### config.mk
export PLATFORM = sky130hd
export DESIGN_NAME = nearest_neighbor_thumbnail_scaler_core_flat
export DESIGN_NICKNAME = d
export VERILOG_FILES = /design/src/nnts_pkg.sv /design/src/nnts_pix_in_if.sv /design/src/nnts_pix_out_if.sv /design/src/nnts_ctrl.sv /design/src/nnts_dp.sv /design/src/nearest_neighbor_thumbnail_scaler_core.sv /design/src/flat_wrapper.sv
export SDC_FILE = /design/constraint.sdc
export NUM_CORES = 1
export LEC_CHECK = 0
export BUFFER_PORTS_ARGS = -buffer_cell sky130_fd_sc_hd__clkbuf_2
export CORE_MARGIN = 4
export CORE_UTILIZATION = 35
export DETAILED_ROUTE_END_ITERATION = 8
export HOLD_SLACK_MARGIN = 0.03
export PLACE_DENSITY = 0.5
export SYNTH_ARGS = -nofsm -noshare
export SYNTH_HDL_FRONTEND = slang
export SYNTH_SLANG_ARGS = --single-unit
### constraint.sdc
create_clock -name clk -period 7.6 [get_ports clk]
set_input_delay 2.28 -clock clk [delete_from_list [all_inputs] [get_ports clk]]
set_output_delay 2.28 -clock clk [all_outputs]
set_load 0.01 [all_outputs]
### src/nnts_pkg.sv
`default_nettype none

package nnts_pkg;

    // fixed field widths
    localparam int CFG_W     = 13;
    localparam int CFG_IDX_W = 2;
    localparam int PIX_W     = 32;
    localparam int DIM_OUT_W = 13;

    // register indexes
    localparam logic [CFG_IDX_W-1:0] REG_SOURCE_WIDTH  = 2'd0;
    localparam logic [CFG_IDX_W-1:0] REG_SOURCE_HEIGHT = 2'd1;
    localparam logic [CFG_IDX_W-1:0] REG_MAX_SIDE      = 2'd2;

    // register reset values
    localparam logic [CFG_W-1:0] RST_SOURCE_WIDTH  = 13'd1;
    localparam logic [CFG_W-1:0] RST_SOURCE_HEIGHT = 13'd1;
    localparam logic [CFG_W-1:0] RST_MAX_SIDE      = 13'd512;

    typedef enum logic [3:0] {
        ST_SETUP,
        ST_FIT_LOAD,
        ST_FIT_DIV,
        ST_FIT_END,
        ST_COL_LOAD,
        ST_COL_DIV,
        ST_COL_END,
        ST_ROW_LOAD,
        ST_ROW_DIV,
        ST_ROW_END,
        ST_RUN
    } nnts_state_t;

    typedef enum logic [1:0] {
        DIV_FIT,
        DIV_COL,
        DIV_ROW
    } nnts_div_sel_t;

    typedef struct packed {
        logic          setup;
        logic          div_load;
        nnts_div_sel_t div_sel;
        logic          div_step;
        logic          fit_pass;
        logic          fit_store;
        logic          col_store;
        logic          row_store;
        logic          run;
    } nnts_cmd_t;

    typedef struct packed {
        logic restart;
        logic needs_fit;
    } nnts_status_t;

    // rgba to bgra: swap the red and blue bytes
    function automatic logic [PIX_W-1:0] swizzle_bgra(input logic [PIX_W-1:0] px);
        return {px[31:24], px[7:0], px[15:8], px[23:16]};
    endfunction

endpackage

`default_nettype wire

### src/nnts_pix_in_if.sv
`default_nettype none

interface nnts_pix_in_if;
    import nnts_pkg::*;

    logic             valid;
    logic             ready;
    logic [PIX_W-1:0] pixel_rgba;

    modport source (output valid, output pixel_rgba, input ready);
    modport sink   (input valid, input pixel_rgba, output ready);
endinterface

`default_nettype wire

### src/nnts_pix_out_if.sv
`default_nettype none

interface nnts_pix_out_if;
    import nnts_pkg::*;

    logic                 valid;
    logic                 ready;
    logic [PIX_W-1:0]     pixel_bgra;
    logic [DIM_OUT_W-1:0] thumb_width;
    logic [DIM_OUT_W-1:0] thumb_height;
    logic                 frame_last;

    modport source (output valid, output pixel_bgra, output thumb_width,
                    output thumb_height, output frame_last, input ready);
    modport sink   (input valid, input pixel_bgra, input thumb_width,
                    input thumb_height, input frame_last, output ready);
endinterface

`default_nettype wire

### src/nnts_ctrl.sv
`default_nettype none

module nnts_ctrl #(
    parameter int DIV_BITS = 26
) (
    input  wire                    clk,
    input  wire                    rst_n,
    input  nnts_pkg::nnts_status_t status,
    output nnts_pkg::nnts_cmd_t    cmd
);
    import nnts_pkg::*;

    localparam int CNT_W = $clog2(DIV_BITS);
    localparam logic [CNT_W-1:0] CNT_LAST = CNT_W'(DIV_BITS - 1);

    nnts_state_t      state_reg, state_next;
    logic [CNT_W-1:0] cnt_reg, cnt_next;

    always_ff @(posedge clk or negedge rst_n) begin
        if (!rst_n) begin
            state_reg <= ST_SETUP;
            cnt_reg   <= '0;
        end else begin
            state_reg <= state_next;
            cnt_reg   <= cnt_next;
        end
    end

    always_comb begin
        state_next = state_reg;
        cnt_next   = cnt_reg;
        cmd        = '0;
        case (state_reg)
            ST_SETUP: begin
                cmd.setup  = 1'b1;
                state_next = ST_FIT_LOAD;
            end
            ST_FIT_LOAD: begin
                if (status.needs_fit) begin
                    cmd.div_load = 1'b1;
                    cmd.div_sel  = DIV_FIT;
                    cnt_next     = '0;
                    state_next   = ST_FIT_DIV;
                end else begin
                    cmd.fit_pass = 1'b1;
                    state_next   = ST_COL_LOAD;
                end
            end
            ST_FIT_DIV: begin
                cmd.div_step = 1'b1;
                cnt_next     = cnt_reg + 1'b1;
                if (cnt_reg == CNT_LAST) begin
                    state_next = ST_FIT_END;
                end
            end
            ST_FIT_END: begin
                cmd.fit_store = 1'b1;
                state_next    = ST_COL_LOAD;
            end
            ST_COL_LOAD: begin
                cmd.div_load = 1'b1;
                cmd.div_sel  = DIV_COL;
                cnt_next     = '0;
                state_next   = ST_COL_DIV;
            end
            ST_COL_DIV: begin
                cmd.div_step = 1'b1;
                cnt_next     = cnt_reg + 1'b1;
                if (cnt_reg == CNT_LAST) begin
                    state_next = ST_COL_END;
                end
            end
            ST_COL_END: begin
                cmd.col_store = 1'b1;
                state_next    = ST_ROW_LOAD;
            end
            ST_ROW_LOAD: begin
                cmd.div_load = 1'b1;
                cmd.div_sel  = DIV_ROW;
                cnt_next     = '0;
                state_next   = ST_ROW_DIV;
            end
            ST_ROW_DIV: begin
                cmd.div_step = 1'b1;
                cnt_next     = cnt_reg + 1'b1;
                if (cnt_reg == CNT_LAST) begin
                    state_next = ST_ROW_END;
                end
            end
            ST_ROW_END: begin
                cmd.row_store = 1'b1;
                state_next    = ST_RUN;
            end
            ST_RUN: begin
                cmd.run = 1'b1;
            end
            default: begin
                state_next = ST_SETUP;
            end
        endcase
        // any write to a defined register restarts the size setup
        if (status.restart) begin
            state_next = ST_SETUP;
        end
    end

endmodule

`default_nettype wire

### src/nnts_dp.sv
`default_nettype none

module nnts_dp #(
    parameter int MAX_DIMENSION = 4096
) (
    input  wire                               clk,
    input  wire                               rst_n,
    input  wire                               cfg_wr_en,
    input  wire  [nnts_pkg::CFG_IDX_W-1:0]    cfg_index,
    input  wire  [nnts_pkg::CFG_W-1:0]        cfg_wr_data,
    input  nnts_pkg::nnts_cmd_t               cmd,
    output nnts_pkg::nnts_status_t            status,
    input  wire                               in_valid,
    output logic                              in_ready,
    input  wire  [nnts_pkg::PIX_W-1:0]        in_pixel,
    output logic                              out_valid,
    input  wire                               out_ready,
    output logic [nnts_pkg::PIX_W-1:0]        out_pixel,
    output logic [nnts_pkg::DIM_OUT_W-1:0]    out_thumb_width,
    output logic [nnts_pkg::DIM_OUT_W-1:0]    out_thumb_height,
    output logic                              out_frame_last
);
    import nnts_pkg::*;

    localparam int CW = $clog2(MAX_DIMENSION + 1);
    localparam int DW = (CW > CFG_W) ? CW : CFG_W;
    localparam int NW = 2 * DW;
    localparam logic [DW-1:0] MAX_DIM_V = DW'(MAX_DIMENSION);

    function automatic logic [DW-1:0] clamp_dim(input logic [CFG_W-1:0] v);
        logic [DW-1:0] ext;
        ext = DW'(v);
        if (ext == '0) begin
            return DW'(1);
        end else if (ext > MAX_DIM_V) begin
            return MAX_DIM_V;
        end
        return ext;
    endfunction

    // register file
    logic [CFG_W-1:0] src_w_cfg_reg, src_h_cfg_reg, max_cfg_reg;
    logic             cfg_hit;

    assign cfg_hit = cfg_wr_en && (cfg_index == REG_SOURCE_WIDTH ||
                                   cfg_index == REG_SOURCE_HEIGHT ||
                                   cfg_index == REG_MAX_SIDE);

    always_ff @(posedge clk or negedge rst_n) begin
        if (!rst_n) begin
            src_w_cfg_reg <= RST_SOURCE_WIDTH;
            src_h_cfg_reg <= RST_SOURCE_HEIGHT;
            max_cfg_reg   <= RST_MAX_SIDE;
        end else if (cfg_wr_en) begin
            case (cfg_index)
                REG_SOURCE_WIDTH:  src_w_cfg_reg <= cfg_wr_data;
                REG_SOURCE_HEIGHT: src_h_cfg_reg <= cfg_wr_data;
                REG_MAX_SIDE:      max_cfg_reg   <= cfg_wr_data;
                default: ;
            endcase
        end
    end

    // frame geometry, set up before the frame runs
    logic [DW-1:0] w_reg, h_reg, m_reg;
    logic [DW-1:0] fw_reg, fh_reg;
    logic [DW-1:0] col_q_reg, col_r_reg, row_q_reg, row_r_reg;
    logic          wide;

    assign wide             = (w_reg >= h_reg);
    assign status.restart   = cfg_hit;
    assign status.needs_fit = (w_reg > m_reg) || (h_reg > m_reg);

    // shared restoring divider, one quotient bit per step
    logic [NW-1:0] quo_reg;
    logic [DW-1:0] rem_reg, den_reg;
    logic [DW:0]   div_try;
    logic          div_ge;
    logic [NW-1:0] div_num;
    logic [DW-1:0] div_den;
    logic [DW-1:0] quo_low;
    logic [DW-1:0] fit_q;

    assign div_try = {rem_reg, quo_reg[NW-1]};
    assign div_ge  = (div_try >= {1'b0, den_reg});
    assign quo_low = quo_reg[DW-1:0];
    assign fit_q   = (quo_low == '0) ? DW'(1) : quo_low;

    always_comb begin
        case (cmd.div_sel)
            DIV_FIT: begin
                // shorter side times max side over longest side
                div_num = (wide ? h_reg : w_reg) * m_reg;
                div_den = wide ? w_reg : h_reg;
            end
            DIV_COL: begin
                div_num = NW'(w_reg);
                div_den = fw_reg;
            end
            DIV_ROW: begin
                div_num = NW'(h_reg);
                div_den = fh_reg;
            end
            default: begin
                div_num = '0;
                div_den = DW'(1);
            end
        endcase
    end

    always_ff @(posedge clk) begin
        if (cmd.setup) begin
            w_reg <= clamp_dim(src_w_cfg_reg);
            h_reg <= clamp_dim(src_h_cfg_reg);
            m_reg <= clamp_dim(max_cfg_reg);
        end
        if (cmd.div_load) begin
            quo_reg <= div_num;
            rem_reg <= '0;
            den_reg <= div_den;
        end else if (cmd.div_step) begin
            quo_reg <= {quo_reg[NW-2:0], div_ge};
            rem_reg <= div_ge ? DW'(div_try - {1'b0, den_reg}) : div_try[DW-1:0];
        end
        if (cmd.fit_pass) begin
            fw_reg <= w_reg;
            fh_reg <= h_reg;
        end else if (cmd.fit_store) begin
            fw_reg <= wide ? m_reg : fit_q;
            fh_reg <= wide ? fit_q : m_reg;
        end
        if (cmd.col_store) begin
            col_q_reg <= quo_low;
            col_r_reg <= rem_reg;
        end
        if (cmd.row_store) begin
            row_q_reg <= quo_low;
            row_r_reg <= rem_reg;
        end
    end

    // raster position tracking
    logic [DW-1:0] scol_reg, scol_next, srow_reg, srow_next;
    logic [DW-1:0] tcol_reg, tcol_next, trow_reg, trow_next;
    logic [DW-1:0] nkcol_reg, nkcol_next, nkrow_reg, nkrow_next;
    logic [DW-1:0] crem_reg, crem_next, rrem_reg, rrem_next;
    logic [DW:0]   csum, rsum;
    logic          in_fire, row_kept, keep, col_end, row_end, last;
    logic          out_valid_reg;

    assign in_ready = cmd.run && (!out_valid_reg || out_ready);
    assign in_fire  = in_valid && in_ready;
    assign row_kept = (srow_reg == nkrow_reg) && (trow_reg < fh_reg);
    assign keep     = row_kept && (scol_reg == nkcol_reg) && (tcol_reg < fw_reg);
    assign col_end  = ({1'b0, scol_reg} + 1'b1) >= {1'b0, w_reg};
    assign row_end  = ({1'b0, srow_reg} + 1'b1) >= {1'b0, h_reg};
    assign last     = (({1'b0, tcol_reg} + 1'b1) == {1'b0, fw_reg}) &&
                      (({1'b0, trow_reg} + 1'b1) == {1'b0, fh_reg});
    assign csum     = {1'b0, crem_reg} + {1'b0, col_r_reg};
    assign rsum     = {1'b0, rrem_reg} + {1'b0, row_r_reg};

    always_comb begin
        scol_next  = scol_reg;
        srow_next  = srow_reg;
        tcol_next  = tcol_reg;
        trow_next  = trow_reg;
        nkcol_next = nkcol_reg;
        nkrow_next = nkrow_reg;
        crem_next  = crem_reg;
        rrem_next  = rrem_reg;
        if (cmd.setup) begin
            scol_next  = '0;
            srow_next  = '0;
            tcol_next  = '0;
            trow_next  = '0;
            nkcol_next = '0;
            nkrow_next = '0;
            crem_next  = '0;
            rrem_next  = '0;
        end else if (in_fire) begin
            if (keep) begin
                tcol_next = tcol_reg + 1'b1;
                if (csum >= {1'b0, fw_reg}) begin
                    crem_next  = DW'(csum - {1'b0, fw_reg});
                    nkcol_next = nkcol_reg + col_q_reg + 1'b1;
                end else begin
                    crem_next  = csum[DW-1:0];
                    nkcol_next = nkcol_reg + col_q_reg;
                end
            end
            if (col_end) begin
                if (row_end) begin
                    scol_next  = '0;
                    srow_next  = '0;
                    tcol_next  = '0;
                    trow_next  = '0;
                    nkcol_next = '0;
                    nkrow_next = '0;
                    crem_next  = '0;
                    rrem_next  = '0;
                end else begin
                    if (row_kept) begin
                        trow_next = trow_reg + 1'b1;
                        if (rsum >= {1'b0, fh_reg}) begin
                            rrem_next  = DW'(rsum - {1'b0, fh_reg});
                            nkrow_next = nkrow_reg + row_q_reg + 1'b1;
                        end else begin
                            rrem_next  = rsum[DW-1:0];
                            nkrow_next = nkrow_reg + row_q_reg;
                        end
                    end
                    scol_next  = '0;
                    srow_next  = srow_reg + 1'b1;
                    tcol_next  = '0;
                    nkcol_next = '0;
                    crem_next  = '0;
                end
            end else begin
                scol_next = scol_reg + 1'b1;
            end
        end
    end

    always_ff @(posedge clk or negedge rst_n) begin
        if (!rst_n) begin
            scol_reg  <= '0;
            srow_reg  <= '0;
            tcol_reg  <= '0;
            trow_reg  <= '0;
            nkcol_reg <= '0;
            nkrow_reg <= '0;
            crem_reg  <= '0;
            rrem_reg  <= '0;
        end else begin
            scol_reg  <= scol_next;
            srow_reg  <= srow_next;
            tcol_reg  <= tcol_next;
            trow_reg  <= trow_next;
            nkcol_reg <= nkcol_next;
            nkrow_reg <= nkrow_next;
            crem_reg  <= crem_next;
            rrem_reg  <= rrem_next;
        end
    end

    // output register
    always_ff @(posedge clk or negedge rst_n) begin
        if (!rst_n) begin
            out_valid_reg <= 1'b0;
        end else if (in_fire && keep) begin
            out_valid_reg <= 1'b1;
        end else if (out_ready) begin
            out_valid_reg <= 1'b0;
        end
    end

    always_ff @(posedge clk) begin
        if (in_fire && keep) begin
            out_pixel        <= swizzle_bgra(in_pixel);
            out_thumb_width  <= fw_reg[DIM_OUT_W-1:0];
            out_thumb_height <= fh_reg[DIM_OUT_W-1:0];
            out_frame_last   <= last;
        end
    end

    assign out_valid = out_valid_reg;

endmodule

`default_nettype wire

### src/nearest_neighbor_thumbnail_scaler_core.sv
`default_nettype none

// nearest-neighbor thumbnail scaler. source rgba pixels come in raster order
// for a frame of source_width x source_height; when either side exceeds
// max_side the longest side is fitted to max_side and the other becomes
// floor(other*max_side/longest), at least 1, otherwise the thumbnail keeps
// the source size. only the source pixels that land on a thumbnail grid point
// leave the block, swizzled to bgra, with the thumbnail size and a flag on
// the final one. after reset and after every write to a defined register the
// block sets up the frame geometry with one shared restoring divider, one
// quotient bit per cycle over 2*DW bits (DW = 13 at the default dimension
// limit); no pixel is taken during the setup. after that, one pixel a cycle
// is taken, limited only by the single output register. writes to undefined
// register indexes are ignored.
module nearest_neighbor_thumbnail_scaler_core #(
    parameter int MAX_DIMENSION = 4096
) (
    input  wire                           clk,
    input  wire                           rst_n,
    input  wire                           cfg_wr_en,
    input  wire [nnts_pkg::CFG_IDX_W-1:0] cfg_index,
    input  wire [nnts_pkg::CFG_W-1:0]     cfg_wr_data,
    nnts_pix_in_if.sink                   pix_in,
    nnts_pix_out_if.source                pix_out
);
    import nnts_pkg::*;

    // divider length follows from the internal dimension width
    localparam int CW = $clog2(MAX_DIMENSION + 1);
    localparam int DW = (CW > CFG_W) ? CW : CFG_W;
    localparam int NW = 2 * DW;

    nnts_cmd_t    cmd;
    nnts_status_t status;

    // sequencer: size setup then the run state
    nnts_ctrl #(
        .DIV_BITS (NW)
    ) u_ctrl (
        .clk    (clk),
        .rst_n  (rst_n),
        .status (status),
        .cmd    (cmd)
    );

    // registers, divider, raster tracking and output word register
    nnts_dp #(
        .MAX_DIMENSION (MAX_DIMENSION)
    ) u_dp (
        .clk              (clk),
        .rst_n            (rst_n),
        .cfg_wr_en        (cfg_wr_en),
        .cfg_index        (cfg_index),
        .cfg_wr_data      (cfg_wr_data),
        .cmd              (cmd),
        .status           (status),
        .in_valid         (pix_in.valid),
        .in_ready         (pix_in.ready),
        .in_pixel         (pix_in.pixel_rgba),
        .out_valid        (pix_out.valid),
        .out_ready        (pix_out.ready),
        .out_pixel        (pix_out.pixel_bgra),
        .out_thumb_width  (pix_out.thumb_width),
        .out_thumb_height (pix_out.thumb_height),
        .out_frame_last   (pix_out.frame_last)
    );

endmodule

`default_nettype wire

### src/flat_wrapper.sv
// flat-port wrapper written by rule: the top's interface ports become plain ports
module nearest_neighbor_thumbnail_scaler_core_flat import nnts_pkg::*;
#(
    parameter int MAX_DIMENSION = 4096
)
  (clk, rst_n, cfg_wr_en, cfg_index, cfg_wr_data, pix_in_valid, pix_in_pixel_rgba, pix_in_ready, pix_out_valid, pix_out_pixel_bgra, pix_out_thumb_width, pix_out_thumb_height, pix_out_frame_last, pix_out_ready);
  nnts_pix_in_if pix_in_i ();
  nnts_pix_out_if pix_out_i ();
  input  wire clk;
  input  wire rst_n;
  input  wire cfg_wr_en;
  input  wire [nnts_pkg::CFG_IDX_W-1:0] cfg_index;
  input  wire [nnts_pkg::CFG_W-1:0] cfg_wr_data;
  input wire logic [$bits(pix_in_i.valid)-1:0] pix_in_valid;
  input wire logic [$bits(pix_in_i.pixel_rgba)-1:0] pix_in_pixel_rgba;
  output wire logic [$bits(pix_in_i.ready)-1:0] pix_in_ready;
  output wire logic [$bits(pix_out_i.valid)-1:0] pix_out_valid;
  output wire logic [$bits(pix_out_i.pixel_bgra)-1:0] pix_out_pixel_bgra;
  output wire logic [$bits(pix_out_i.thumb_width)-1:0] pix_out_thumb_width;
  output wire logic [$bits(pix_out_i.thumb_height)-1:0] pix_out_thumb_height;
  output wire logic [$bits(pix_out_i.frame_last)-1:0] pix_out_frame_last;
  input wire logic [$bits(pix_out_i.ready)-1:0] pix_out_ready;
  assign pix_in_i.valid = pix_in_valid;
  assign pix_in_i.pixel_rgba = pix_in_pixel_rgba;
  assign pix_in_ready = pix_in_i.ready;
  assign pix_out_valid = pix_out_i.valid;
  assign pix_out_pixel_bgra = pix_out_i.pixel_bgra;
  assign pix_out_thumb_width = pix_out_i.thumb_width;
  assign pix_out_thumb_height = pix_out_i.thumb_height;
  assign pix_out_frame_last = pix_out_i.frame_last;
  assign pix_out_i.ready = pix_out_ready;
  nearest_neighbor_thumbnail_scaler_core #(.MAX_DIMENSION(MAX_DIMENSION)) u_core (.clk(clk), .rst_n(rst_n), .cfg_wr_en(cfg_wr_en), .cfg_index(cfg_index), .cfg_wr_data(cfg_wr_data), .pix_in(pix_in_i), .pix_out(pix_out_i));
endmodule
* Word level (Yosys, flattened, before mapping)
Cells that the tools add are included.
Word-level totals: logic and storage cells 214, output and inout bits 61, bits of input ports 52, register bits after elaboration 381
Operators by class: $add $sub $neg 18, multiply operators 1, multiplexer cells 90, order comparisons 13, equal/unequal tests 24, reduce and logical (&&, ||, !) cells 38
Operators by type and width (count):
- 13-bit 2-to-1 mux | 57
- 13-bit by 1-bit adder with 13-bit output, second input constant | 6
- 26-bit one-hot mux with 3 select lines | 1
- 14-bit by 13-bit >= comparator with 1-bit output | 5
- 13-bit by 1-bit adder with 14-bit output, second input constant | 4
- 13-bit zero test | 4
- 26-bit 2-to-1 mux | 2
- 4-bit one-hot mux with 11 select lines | 1
- 13-bit greater-than comparator, second input constant | 3
- 13-bit one-hot mux with 3 select lines | 1
- 13-bit subtractor | 3
- 13-bit by 13-bit adder with 14-bit output | 2
- 14-bit by 13-bit == test with 1-bit output | 2
- 13-bit adder | 2
- 13-bit == test | 2
- 13-bit greater-than comparator | 2
- 13-bit < comparator | 2
- 13-bit by 13-bit multiplier with 26-bit output | 1
- 1-bit 2-to-1 mux | 19
- 4-bit by 3-bit == test with 1-bit output, second input constant | 4
- 4-bit 2-to-1 mux | 4
- 5-bit one-hot mux with 3 select lines | 1
- 13-bit >= comparator | 1
- 4-bit == test, second input constant | 3
- 24 further kinds | 52

* Logic depth before layout (Yosys ltp)
Gate-level depths: netlist of the first run.
word-level depth 8, gate-level depth with buffers 33, gate-level depth less buffers 31

* By module
A second synthesis of the first run with hierarchy kept.
Unflattened totals: cell total of the unflattened synthesis 3011, area total of the unflattened synthesis 28959.0 um^2
By module, submodules not included:
- nnts_dp | cells an instance 2943, area each 28332.2 um^2, instances 1, sequential area each 10323.7 um^2
- nnts_ctrl | cells an instance 68, area each 626.9 um^2, instances 1, sequential area each 225.2 um^2

* Worst setup path before layout of the first run
OpenSTA, ideal clock, no wires.
path kind input to register, start point input pix_out_ready, end point register u_core.u_dp.out_frame_last, enable pin, library setup time 0.622 ns, arrival 8.471 ns, path buffers 0, data required time 6.978 ns, path slack -1.493 ns, cell stages on the path 4, path through nand2b_1 and3_1 nand2_1 nor4_1
On the way: longest elaborated chain between the ends 4
RTL lines:
- start: declaration | RTL line flat_wrapper.sv:22 | input wire logic [$bits(pix_out_i.ready)-1:0] pix_out_ready;
- 1-bit logical OR | RTL line nnts_dp.sv:151 | assign in_ready = cmd.run && (!out_valid_reg || out_ready);
- 1-bit logical AND | RTL line nnts_dp.sv:151
- named net pix_in_ready | RTL line flat_wrapper.sv:16 | output wire logic [$bits(pix_in_i.ready)-1:0] pix_in_ready;
- 1-bit logical AND | RTL line nnts_dp.sv:152 | assign in_fire = in_valid && in_ready;
- 1-bit logical AND | RTL line nnts_dp.sv:258 | if (in_fire && keep) begin
- end signal: assignment | RTL line nnts_dp.sv:262 | out_frame_last <= last;
- end: declaration | RTL line nnts_dp.sv:21 | output logic out_frame_last
The timed path passes the listed nets, and every way through them passes these cells. A chain may end at the register's enable or synchronous reset.

* Worst setup path in the final report of the first run
start point register u_core.u_dp.h_reg[1], end point register u_core.u_dp.quo_reg[25] (data pin)
On the way: longest elaborated chain between the ends 5, elaborated cells on any way between the ends 9, classes of those cells mul: 1; order compare: 2; mux: 5; reduce/logical: 1
RTL lines:
- start: declaration | RTL line nnts_dp.sv:65 | logic [DW-1:0] w_reg, h_reg, m_reg;
- start signal: assignment | RTL line nnts_dp.sv:114 | h_reg <= clamp_dim(src_h_cfg_reg);
- 13-bit >= comparator or 13-bit greater-than comparator (tied branches) | RTL line nnts_dp.sv:70, nnts_dp.sv:72
- 13-bit 2-to-1 mux or 1-bit logical OR (tied branches) | RTL line nnts_dp.sv:93, nnts_dp.sv:72
- 13-bit by 13-bit multiplier with 26-bit output or 3-bit 2-to-1 mux (tied branches) | RTL line nnts_dp.sv:93, nnts_ctrl.sv:39
- 26-bit one-hot mux with 3 select lines or 3-bit one-hot mux with 3 select lines (tied branches) | RTL line nnts_dp.sv:90, nnts_ctrl.sv:33
- 26-bit 2-to-1 mux (*) | RTL line nnts_dp.sv:117 | if (cmd.div_load) begin
- end signal: assignment | RTL line nnts_dp.sv:118 | quo_reg <= div_num;
- end signal: assignment | RTL line nnts_dp.sv:122 | quo_reg <= {quo_reg[NW-2:0], div_ge};
- end: declaration | RTL line nnts_dp.sv:75 | logic [NW-1:0] quo_reg;
Every way passes the cells marked *; elsewhere a longest branch is shown, timed or not.

==> results.tsv, run 1 <==
metric	value	unit
ys_ff_latch	381	
numCtsBuffers	46	
hold_start	u_core.u_dp.crem_reg[0]	
r2r_cells	32	
syn_to_final_growth	16.1	%
vias_per_cell	5.27	
clk_path_buf_depth	3	
fp.coreArea	82000	um2
syn_inst	2956	
dieArea	87300	um2
drc	0	
timing.fmax	135	MHz
critical_path_peak_fanout	8	
cp.required	7.92	ns
port_buffers	112	
fin_crit_sh	0.972	
synth_nets	3395	
post-dp-hpwl	66.6	mm
syn_avg_cell_area	9.78	um2
hold_end	u_core.u_dp.crem_reg[0]	
cp.arrival	7.71	ns
timing.rr.start	u_core.u_dp.h_reg[1]	
h-tree-depth	2	
ys_types	89	
synth-seq-area-share	0.365	
root_buffer	clkbuf_16	
num_rows	105	
reg2reg_slack	0.21	ns
die_h	295	um
synth_warnings	0	
drtAntennaViolNets	0	
route.vias.total	22400	
rsz0062_at_grt	yes	
clk_latency	0.61	ns
hold_viol	0	
cp_common_cell	fa_1	
cts_tree	yes	
crit_type	reg2reg	
numClockSinks	381	
grt_max_degree	73	
clk_pin_slew	0.06	ns
synth_flop_cell	edfxtp_1	
min_period	7.39	ns
die_w	295	um
async_flop_share	0.402	
boundaryPins	113	
fin_util	0.409	
finalSetupViolations	0	
critPathSlowestCell	fa_1	
fillers	8013	
start_kind	register	
largest_reg_flops	32	
worst_pin_slew	1.24	ns
grt_pass1_vias	22700	
grt.total_usage	0.196	
cp_slowest_stage_delay	0.57	ns
drtIter0Drc	1513	
hold_depth	2	
drive_above_1_share	0.150	
worstReg2RegEnd	u_core.u_dp.quo_reg[25]	
grt_overflow	0	
cp-end-kind	register	
hold_path.class	reg2reg	
gp_congestion	0.916	
firstDrtPassIters	5	
num-nets-final	3578	
report.final.slew_viol_count	0	
finClkSkew	0.0323	ns
start_util	0.353	
antenna_found_initial	0	
synth_enable_flop_cells	215	
syn_area	28900	um2
slew_headroom	0.168	
grt_first_pass_wirelength	133	mm
routed_wl	85.8	mm
status	finished clean	
routedWlPerCell	20.2	um
maxCapViolations	0	
worst max-delay path: cells and delay by family (launching register included):
family	cells	cell delay, ns
muxes	2	0.32
xor gates and xnor gates	1	0.14
buffers and inverters	8	0.89
adders and majority gates	7	3.01
AOI/OAI and AO/OA	8	1.68
DFF	1	0.41
and+or+nand+nor	6	0.65
cell type report:
| class | instances | area [um2] | share of cell area |
|---|---|---|---|
| clock inverter | 32 | 455 | 0.0136 |
| inverter | 297 | 1110 | 0.0332 |
| clock buffer | 54 | 1240 | 0.0370 |
| tap | 1070 | 1340 | 0.0399 |
| sequential | 381 | 10500 | 0.314 |
| multi-input combinational | 2172 | 17300 | 0.515 |
| timing repair buffer | 241 | 1580 | 0.0471 |
| antenna | 1 | 2.50 | 0.0000746 |
layout by cell type (no fill, tap or decap), types with 111 or more instances in the layout:
master and instances:
inv_1 289, clkbuf_2 111, a21oi_1 117, dfrtp_1 150, ha_1 245, edfxtp_1 215
o21ai_0 142, nand2_1 272, xnor2_1 120, fa_1 121, nor2_1 211, buf_4 119
logic make-up after synthesis:
logic type,share of synthesized area
buffers and inverters,0.0533
xor gates and xnor gates,0.0599
adders and majority gates,0.201
AOI/OAI and AO/OA,0.130
and+or+nand+nor,0.142
DFF,0.365
muxes,0.0494
cell usage after synthesis, types with 84 or more instances:
| library cell | n | area share |
|---|---|---|
| a21oi_1 | 124 | 0.021 |
| clkbuf_1 | 84 | 0.011 |
| dfrtp_1 | 150 | 0.13 |
| edfxtp_1 | 215 | 0.22 |
| fa_1 | 128 | 0.089 |
| ha_1 | 259 | 0.11 |
| inv_1 | 297 | 0.039 |
| mux2i_1 | 91 | 0.032 |
| nand2_1 | 274 | 0.036 |
| nor2_1 | 218 | 0.028 |
| o21ai_0 | 145 | 0.025 |
| xnor2_1 | 120 | 0.036 |
how the worst max path moves through the flow:
stage                                   end                 start  slack, ns  depth (start not counted)
floorplan           u_core.u_dp.quo_reg[25]  u_core.u_dp.w_reg[1]       0.05                         29
global placement    u_core.u_dp.quo_reg[25]  u_core.u_dp.h_reg[1]      -0.13                         33
detailed placement  u_core.u_dp.quo_reg[25]  u_core.u_dp.w_reg[1]      -0.17                         29
CTS                 u_core.u_dp.quo_reg[25]  u_core.u_dp.w_reg[1]      0.008                         30
global route        u_core.u_dp.quo_reg[25]  u_core.u_dp.h_reg[1]      -0.07                         32
finish              u_core.u_dp.quo_reg[25]  u_core.u_dp.h_reg[1]       0.21                         32
routing by layer:
layer | global-route usage | vias up | wire [um]
met5 | 0 | - | 0
met4 | 0.0501 | 0 | 2330
met3 | 0.0268 | 120 | 4160
met2 | 0.330 | 541 | 40400
met1 | 0.267 | 11000 | 38900
li1 | - | 10700 | -
repair_timing:
item                                    CTS  global route
endpoints found under the hold margin     0             0
hold buffers                              0             0
setup buffers                             5            24
cloned                                    1             0
endpoints found under the setup margin    6             8
resized for setup                         5            86
pin swaps                                 1            53
per-stage QoR:
step	TNS [ns]	setup WS, ns	std cells	cell area [um2]	hold WS (ns)
finish	0	0.215	4248	33600	0.490
global route	-0.0832	-0.0735	4247	33600	0.516
detailed placement	-0.426	-0.172	4131	31200	0.479
CTS	0	0.00757	4223	33000	0.493
floorplan	0	0.0547	2956	28900	0.450
global placement	-0.141	-0.131	4131	31200	0.469
Power of run 1 is left out: the tool's default activity adds up to more than one toggle a clock period on the data nets, which glitch-free logic cannot reach.
==> run 2: changes to the inputs <==
--- a/config.mk
+++ b/config.mk
@@ -5,8 +5,9 @@
 export SDC_FILE = /design/constraint.sdc
 export NUM_CORES = 1
 export LEC_CHECK = 0
+export ABC_AREA = 1
 export BUFFER_PORTS_ARGS = -buffer_cell sky130_fd_sc_hd__clkbuf_2
-export CORE_MARGIN = 4
+export CORE_MARGIN = 5
 export CORE_UTILIZATION = 35
 export DETAILED_ROUTE_END_ITERATION = 8
 export HOLD_SLACK_MARGIN = 0.03
==> run 2 against run 1 <==
Critical path depth is 8 lower. Synthesized area up 2.8%. Worst hold slack got worse by 0.044 ns. Sequential cell count stayed put.
==> results.tsv, run 2 <==
metric	value	unit	change
cp-end-kind	register		unchanged
start_kind	register		unchanged
hold_start	u_core.u_dp.fw_reg[6]		was u_core.u_dp.crem_reg[0]
cts_tree	yes		unchanged
synth_warnings	0		unchanged
met3_usage	0.0217		was 0.0268
fp.coreArea	84000	um2	was 82000 um2
fin_crit_sh	0.944		was 0.972
grt_use_met1	0.287		was 0.267
slew_headroom	0.270		was 0.168
syn_inst	3636		was 2956
critical_path_peak_fanout	18		was 8
cp.arrival	7.50	ns	was 7.71 ns
drtAntennaViolNets	0		unchanged
grt.total_usage	0.201		was 0.196
antenna_found_initial	1		was 0
yosysMostFrequentCell	nand2_1		was inv_1
ys_ff_latch	381		unchanged
timing.critical_path.to	u_core.u_dp.quo_reg[24]		was u_core.u_dp.quo_reg[25]
timing.rr.start	u_core.u_dp.h_reg[8]		was u_core.u_dp.h_reg[1]
num_rows	106		was 105
r2r_cells	24		was 32
die_w	301	um	was 295 um
drtIter0Drc	1592		was 1513
cp.required	7.93	ns	was 7.92 ns
drive_above_1_share	0.0832		was 0.150
vias_per_cell	4.97		was 5.27
start_util	0.354		was 0.353
rsz0062_at_grt	no		was yes
route.vias.total	24500		was 22.4k
reg2reg_slack	0.42	ns	was 0.21 ns
largest_reg_flops	32		unchanged
h-tree-depth	2		unchanged
clk_path_buf_depth	3		unchanged
timing.fmax	139	MHz	was 135 MHz
hold_path.class	reg2reg		unchanged
busiest_layer	met2		unchanged
setup_ws	0.424	ns	was 0.215 ns
synth_flop_cell	edfxtp_1		unchanged
syn_area	29700	um2	was 28900 um2
die_h	301	um	was 295 um
cts_hold_buffers	0		unchanged
num_antenna_cells	0		was 1
routedWlPerCell	18.6	um	was 20.2 um
syn_to_final_growth	12.6	%	was 16.1%
grt_pass1_vias	24300		was 22.7k
clk_pin_slew	0.06	ns	about the same
synth_top_area_frac	0.217		was 0.223
layout_commonest_cell	nand2_1		was inv_1
status	finished clean		unchanged
hold_viol	0		unchanged
crit_type	reg2reg		unchanged
yosys-top-cells-area	edfxtp_1, dfrtp_1, ha_1, nand2_1, fa_1		was edfxtp_1, dfrtp_1, ha_1, fa_1, inv_1
report.final.slew_viol_count	0		unchanged
yosys.area.top_type	edfxtp_1		unchanged
synth_enable_flop_cells	215		unchanged
post-dp-hpwl	71.5	mm	was 66.6 mm
numClockSinks	381		unchanged
ys_types	57		was 89
firstDrtPassIters	6		was 5
synth-seq-area-share	0.355		was 0.365
synth_nets	4075		was 3395
routed_wl	91.9	mm	was 85.8 mm
grt_max_degree	98		was 73
gp_congestion	0.916		about the same
worstReg2RegEnd	u_core.u_dp.quo_reg[24]		was u_core.u_dp.quo_reg[25]
min_period	7.18	ns	was 7.39 ns
async_flop_share	0.402		unchanged
finClkSkew	0.0292	ns	was 0.0323 ns
drc	0		unchanged
grt_overflow	0		unchanged
dieArea	90800	um2	was 87300 um2
boundaryPins	113		unchanged
gr-usage-met2	0.328		was 0.330
root_buffer	clkbuf_16		unchanged
num-nets-final	4196		was 3578
clk_latency	0.61	ns	about the same
syn_avg_cell_area	8.17	um2	was 9.78 um2
port_buffers	112		unchanged
cp-startpoint	u_core.u_dp.h_reg[8]		was u_core.u_dp.h_reg[1]
worst_pin_slew	1.09	ns	was 1.24 ns
mostFrequentLayoutCells	nand2_1, inv_1, nor2_1, o21ai_0, ha_1		was inv_1, nand2_1, ha_1, edfxtp_1, nor2_1
setup-tns-final	0	ns	unchanged
grt_first_pass_wirelength	143	mm	was 133 mm
maxCapViolations	0		unchanged
pre_cts_slack	0.199	ns	was -0.172 ns
netlist_top_cells_count	nand2_1, inv_1, nor2_1		was inv_1, nand2_1, ha_1
numCtsBuffers	48		was 46
finalSetupViolations	0		unchanged
-- run 2: cell count changes in the layout (fill, tap and decap cells not counted), sizes merged, moves of 86 or more --
cell   change
mux2i     -91
buf       -86
inv      +297
o21ai    +114
nand3    +146
nor2      +86
nand2    +551
-- run 2: logic make-up after synthesis --
| group | synth area share |
|---|---|
| AND/OR/NAND/NOR | 0.210 |
| XOR/XNOR | 0.0439 |
| adder cells (fa/ha/maj) | 0.195 |
| flip-flops | 0.355 |
| AO/OA/AOI/OAI | 0.107 |
| buffers and inverters | 0.0892 |
-- run 2: per-layer routing --
layer	wire length [um]	up-vias
met5	0	-
met4	2460	0
met3	4830	143
met2	42100	616
met1	42500	11600
li1	-	12100
-- run 2: area by class of cell --
cell class / instances / area [um2]
fillers: 8618 / 50500
multi-input cells: 2574 / 16600
flip-flops and latches: 381 / 10500
inverters: 597 / 2240
well taps: 1134 / 1420
clock buffers: 61 / 1330
repair buffers: 155 / 902
clock inverters: 29 / 443
-- run 2: how the worst min path moves through the flow --
stage                                                  to  cells after the start  slack [ns]
after floorplan           u_core.u_dp.out_thumb_width[10]                      0        0.43
after global placement     u_core.u_dp.out_thumb_width[6]                      0        0.44
after detailed placement   u_core.u_dp.out_thumb_width[6]                      0        0.43
after CTS                  u_core.u_dp.out_thumb_width[6]                      0        0.45
after global routing       u_core.u_dp.out_thumb_width[6]                      0        0.46
final                      u_core.u_dp.out_thumb_width[6]                      0        0.45
-- run 2: repair_timing --
item,4_1_cts,5_1_grt
setup endpoints to repair,0,12
hold endpoints to repair,0,0
resized for setup,0,2
setup buffers,0,0
-- run 2: worst max-delay path, cell delays in order, from the launching register on --
cell and delay (ns):
edfxtp_1 0.42, inv_1 0.26, ha_1 0.32, a21oi_1 0.15, o21ai_0 0.12, a21oi_2 0.28, nand3_4 0.24, o21ai_1 0.41
clkinv_1 0.41, nand2_1 0.19, fa_1 0.46, fa_1 0.51, inv_1 0.05, fa_1 0.46, fa_1 0.54, inv_1 0.05
fa_1 0.52, inv_1 0.04, ha_1 0.39, nand2_1 0.16, nor4_1 0.43, nand3_1 0.13, nand3_1 0.12, xor2_1 0.16
o21ai_0 0.09
-- run 2: per-stage QoR --
step                      instances  hold WS, ns  utilization  cell area, um2
after floorplan                3636        0.426            -           29700
after global placement         4840        0.440        0.377           31700
after detailed placement       4840        0.434        0.377           31700
after CTS                      4930        0.449        0.398           33500
after global routing           4931        0.465        0.399           33500
final                          4931        0.446        0.399           33500
Power of run 2 is left out for the same reason.
==> run 3: changes to the inputs <==
--- a/config.mk
+++ b/config.mk
@@ -5,9 +5,8 @@
 export SDC_FILE = /design/constraint.sdc
 export NUM_CORES = 1
 export LEC_CHECK = 0
-export ABC_AREA = 1
 export BUFFER_PORTS_ARGS = -buffer_cell sky130_fd_sc_hd__clkbuf_2
-export CORE_MARGIN = 5
+export CORE_MARGIN = 2
 export CORE_UTILIZATION = 35
 export DETAILED_ROUTE_END_ITERATION = 8
 export HOLD_SLACK_MARGIN = 0.03
==> run 3 against run 2 <==
First-iteration DRC count rose by 12%. Via count down 9.1%. Register-to-register slack worse by 0.26 ns. Global-route usage hardly changed. Sequential cell count is the same. Critical path depth is 6 higher.
==> results.tsv, run 3 (same netlist as run 1, synthesis figures left out) <==
metric	value	unit	change
status	finished clean		unchanged
die_w	291	um	was 301 um
syn_to_final_growth	14.8	%	was 12.6%
start_kind	register		unchanged
num_antenna_cells	0		unchanged
cts_hold_buffers	0		unchanged
die_h	291	um	was 301 um
hold_path.class	reg2reg		unchanged
fp.coreArea	82000	um2	was 84000 um2
cts_tree	yes		unchanged
grt_pass1_vias	23000		was 24.3k
port_buffers	112		unchanged
r2r_cells	30		was 24
antenna_found_initial	0		was 1
numClockSinks	381		unchanged
post-dp-hpwl	66.1	mm	was 71.5 mm
maxCapViolations	0		unchanged
routed_wl	85.3	mm	was 91.9 mm
crit_type	reg2reg		unchanged
finalSetupViolations	0		unchanged
cp_slowest_stage_delay	0.58	ns	was 0.54 ns
grt.total_usage	0.201		about the same
largest_reg_flops	32		unchanged
cp-end-kind	register		unchanged
start_util	0.353		was 0.354
grt_first_pass_wirelength	134	mm	was 143 mm
multi_input_area	17200	um2	was 16600 um2
drc	0		unchanged
worstReg2RegEnd	u_core.u_dp.quo_reg[25]		was u_core.u_dp.quo_reg[24]
mostFrequentLayoutCells	inv_1, nand2_1, ha_1, nor2_1, edfxtp_1		was nand2_1, inv_1, nor2_1, o21ai_0, ha_1
cp.arrival	7.77	ns	was 7.50 ns
dpl.cell_count	4132		was 4840
clk_path_buf_depth	3		unchanged
drtIter0Drc	1782		was 1592
drtAntennaViolNets	0		unchanged
clk_pin_slew	0.07	ns	was 0.06 ns
seqCellArea	10500	um2	unchanged
h-tree-depth	2		unchanged
hold_viol	0		unchanged
num-nets-final	3571		was 4196
timing.fmax	134	MHz	was 139 MHz
route.vias.total	22300		was 24.5k
grt_max_degree	88		was 98
min_period	7.44	ns	was 7.18 ns
slew_headroom	0.180		was 0.270
cp.required	7.93	ns	about the same
fin_cells	4241		was 4931
report.final.slew_viol_count	0		unchanged
routedWlPerCell	20.1	um	was 18.6 um
clk_latency	0.62	ns	was 0.61 ns
fillers	8109		was 8618
hold_end	u_core.u_dp.crem_reg[0]		was u_core.u_dp.out_thumb_width[6]
worst_pin_slew	1.23	ns	was 1.09 ns
finClkSkew	0.0425	ns	was 0.0292 ns
num_rows	105		was 106
timing.rr.start	u_core.u_dp.h_reg[8]		unchanged
critPathSlowestCell	fa_1		unchanged
drive_above_1_share	0.135		was 0.0832
root_buffer	clkbuf_16		unchanged
rsz0062_at_grt	yes		was no
boundaryPins	113		unchanged
reg2reg_slack	0.16	ns	was 0.42 ns
dieArea	84900	um2	was 90800 um2
fin_crit_sh	0.979		was 0.944
cp_common_cell	fa_1		unchanged
vias_per_cell	5.26		was 4.97
gp_congestion	0.909		was 0.916
hold_start	u_core.u_dp.crem_reg[0]		was u_core.u_dp.fw_reg[6]
critical_path_peak_fanout	5		was 18
grt_overflow	0		unchanged
hold_depth	2		was 0
layout_commonest_cell	inv_1		was nand2_1
numCtsBuffers	47		was 48
firstDrtPassIters	5		was 6
run 3: changes by cell type in the layout (fill, tap and decap cells not counted), moves of 71 or more:
cell	before	now
nand3_1	187	46
nor2_1	291	215
xnor2_1	48	120
buf_4	42	113
nand2_1	815	271
inv_1	584	292
o21ai_0	287	142
mux2i_1	0	81
run 3: through the flow:
stage	utilization	hold slack (ns)	setup slack (ns)	TNS [ns]	area (um2)
CTS	0.400	0.493	0.00539	0	32800
floorplan	-	0.450	0.0547	0	28900
detailed placement	0.381	0.479	-0.410	-1.42	31200
finish	0.405	0.487	0.161	0	33200
global placement	0.381	0.471	-0.250	-0.539	31200
global route	0.405	0.519	-0.147	-0.356	33200
run 3: how the worst max path moves through the flow:
stage | start | end
6_report | u_core.u_dp.h_reg[8] | u_core.u_dp.quo_reg[25]
3_5_place_dp | u_core.u_dp.h_reg[8] | u_core.u_dp.quo_reg[25]
4_1_cts | u_core.u_dp.h_reg[8] | u_core.u_dp.quo_reg[25]
2_1_floorplan | u_core.u_dp.w_reg[1] | u_core.u_dp.quo_reg[25]
5_1_grt | u_core.u_dp.h_reg[1] | u_core.u_dp.quo_reg[25]
3_3_place_gp | u_core.u_dp.h_reg[1] | u_core.u_dp.quo_reg[25]
run 3: critical path: cells and delay by family (launching register included):
family | cells | cell delay [ns]
xor+xnor | 1 | 0.14
simple gates | 3 | 0.30
fa+ha+maj | 7 | 3.01
mux | 2 | 0.31
flops | 1 | 0.43
compound gates | 9 | 2.21
buf+inv | 8 | 0.78
run 3: cell type report:
class	instances	area share
Timing Repair Buffer	233	0.0456
Inverter	297	0.0336
Tap cell	1070	0.0403
Clock inverter	20	0.00588
Multi-Input combinational cell	2172	0.518
Clock buffer	68	0.0390
Sequential cell	381	0.318
run 3: routing by layer:
layer,wire [um],up-vias,track usage
li1,-,10700,-
met3,4100,154,0.0299
met4,2850,0,0.0617
met5,0,-,0
met1,38900,10900,0.273
met2,39500,565,0.330
run 3: what timing repair did:
| item | CTS | global route |
|---|---|---|
| endpoints found under the setup margin | 8 | 8 |
| buffers inserted | 1 | 19 |
| pin swaps | 1 | 21 |
| cloned | 0 | 1 |
| gates resized for setup | 9 | 54 |
Power of run 3 is left out for the same reason.
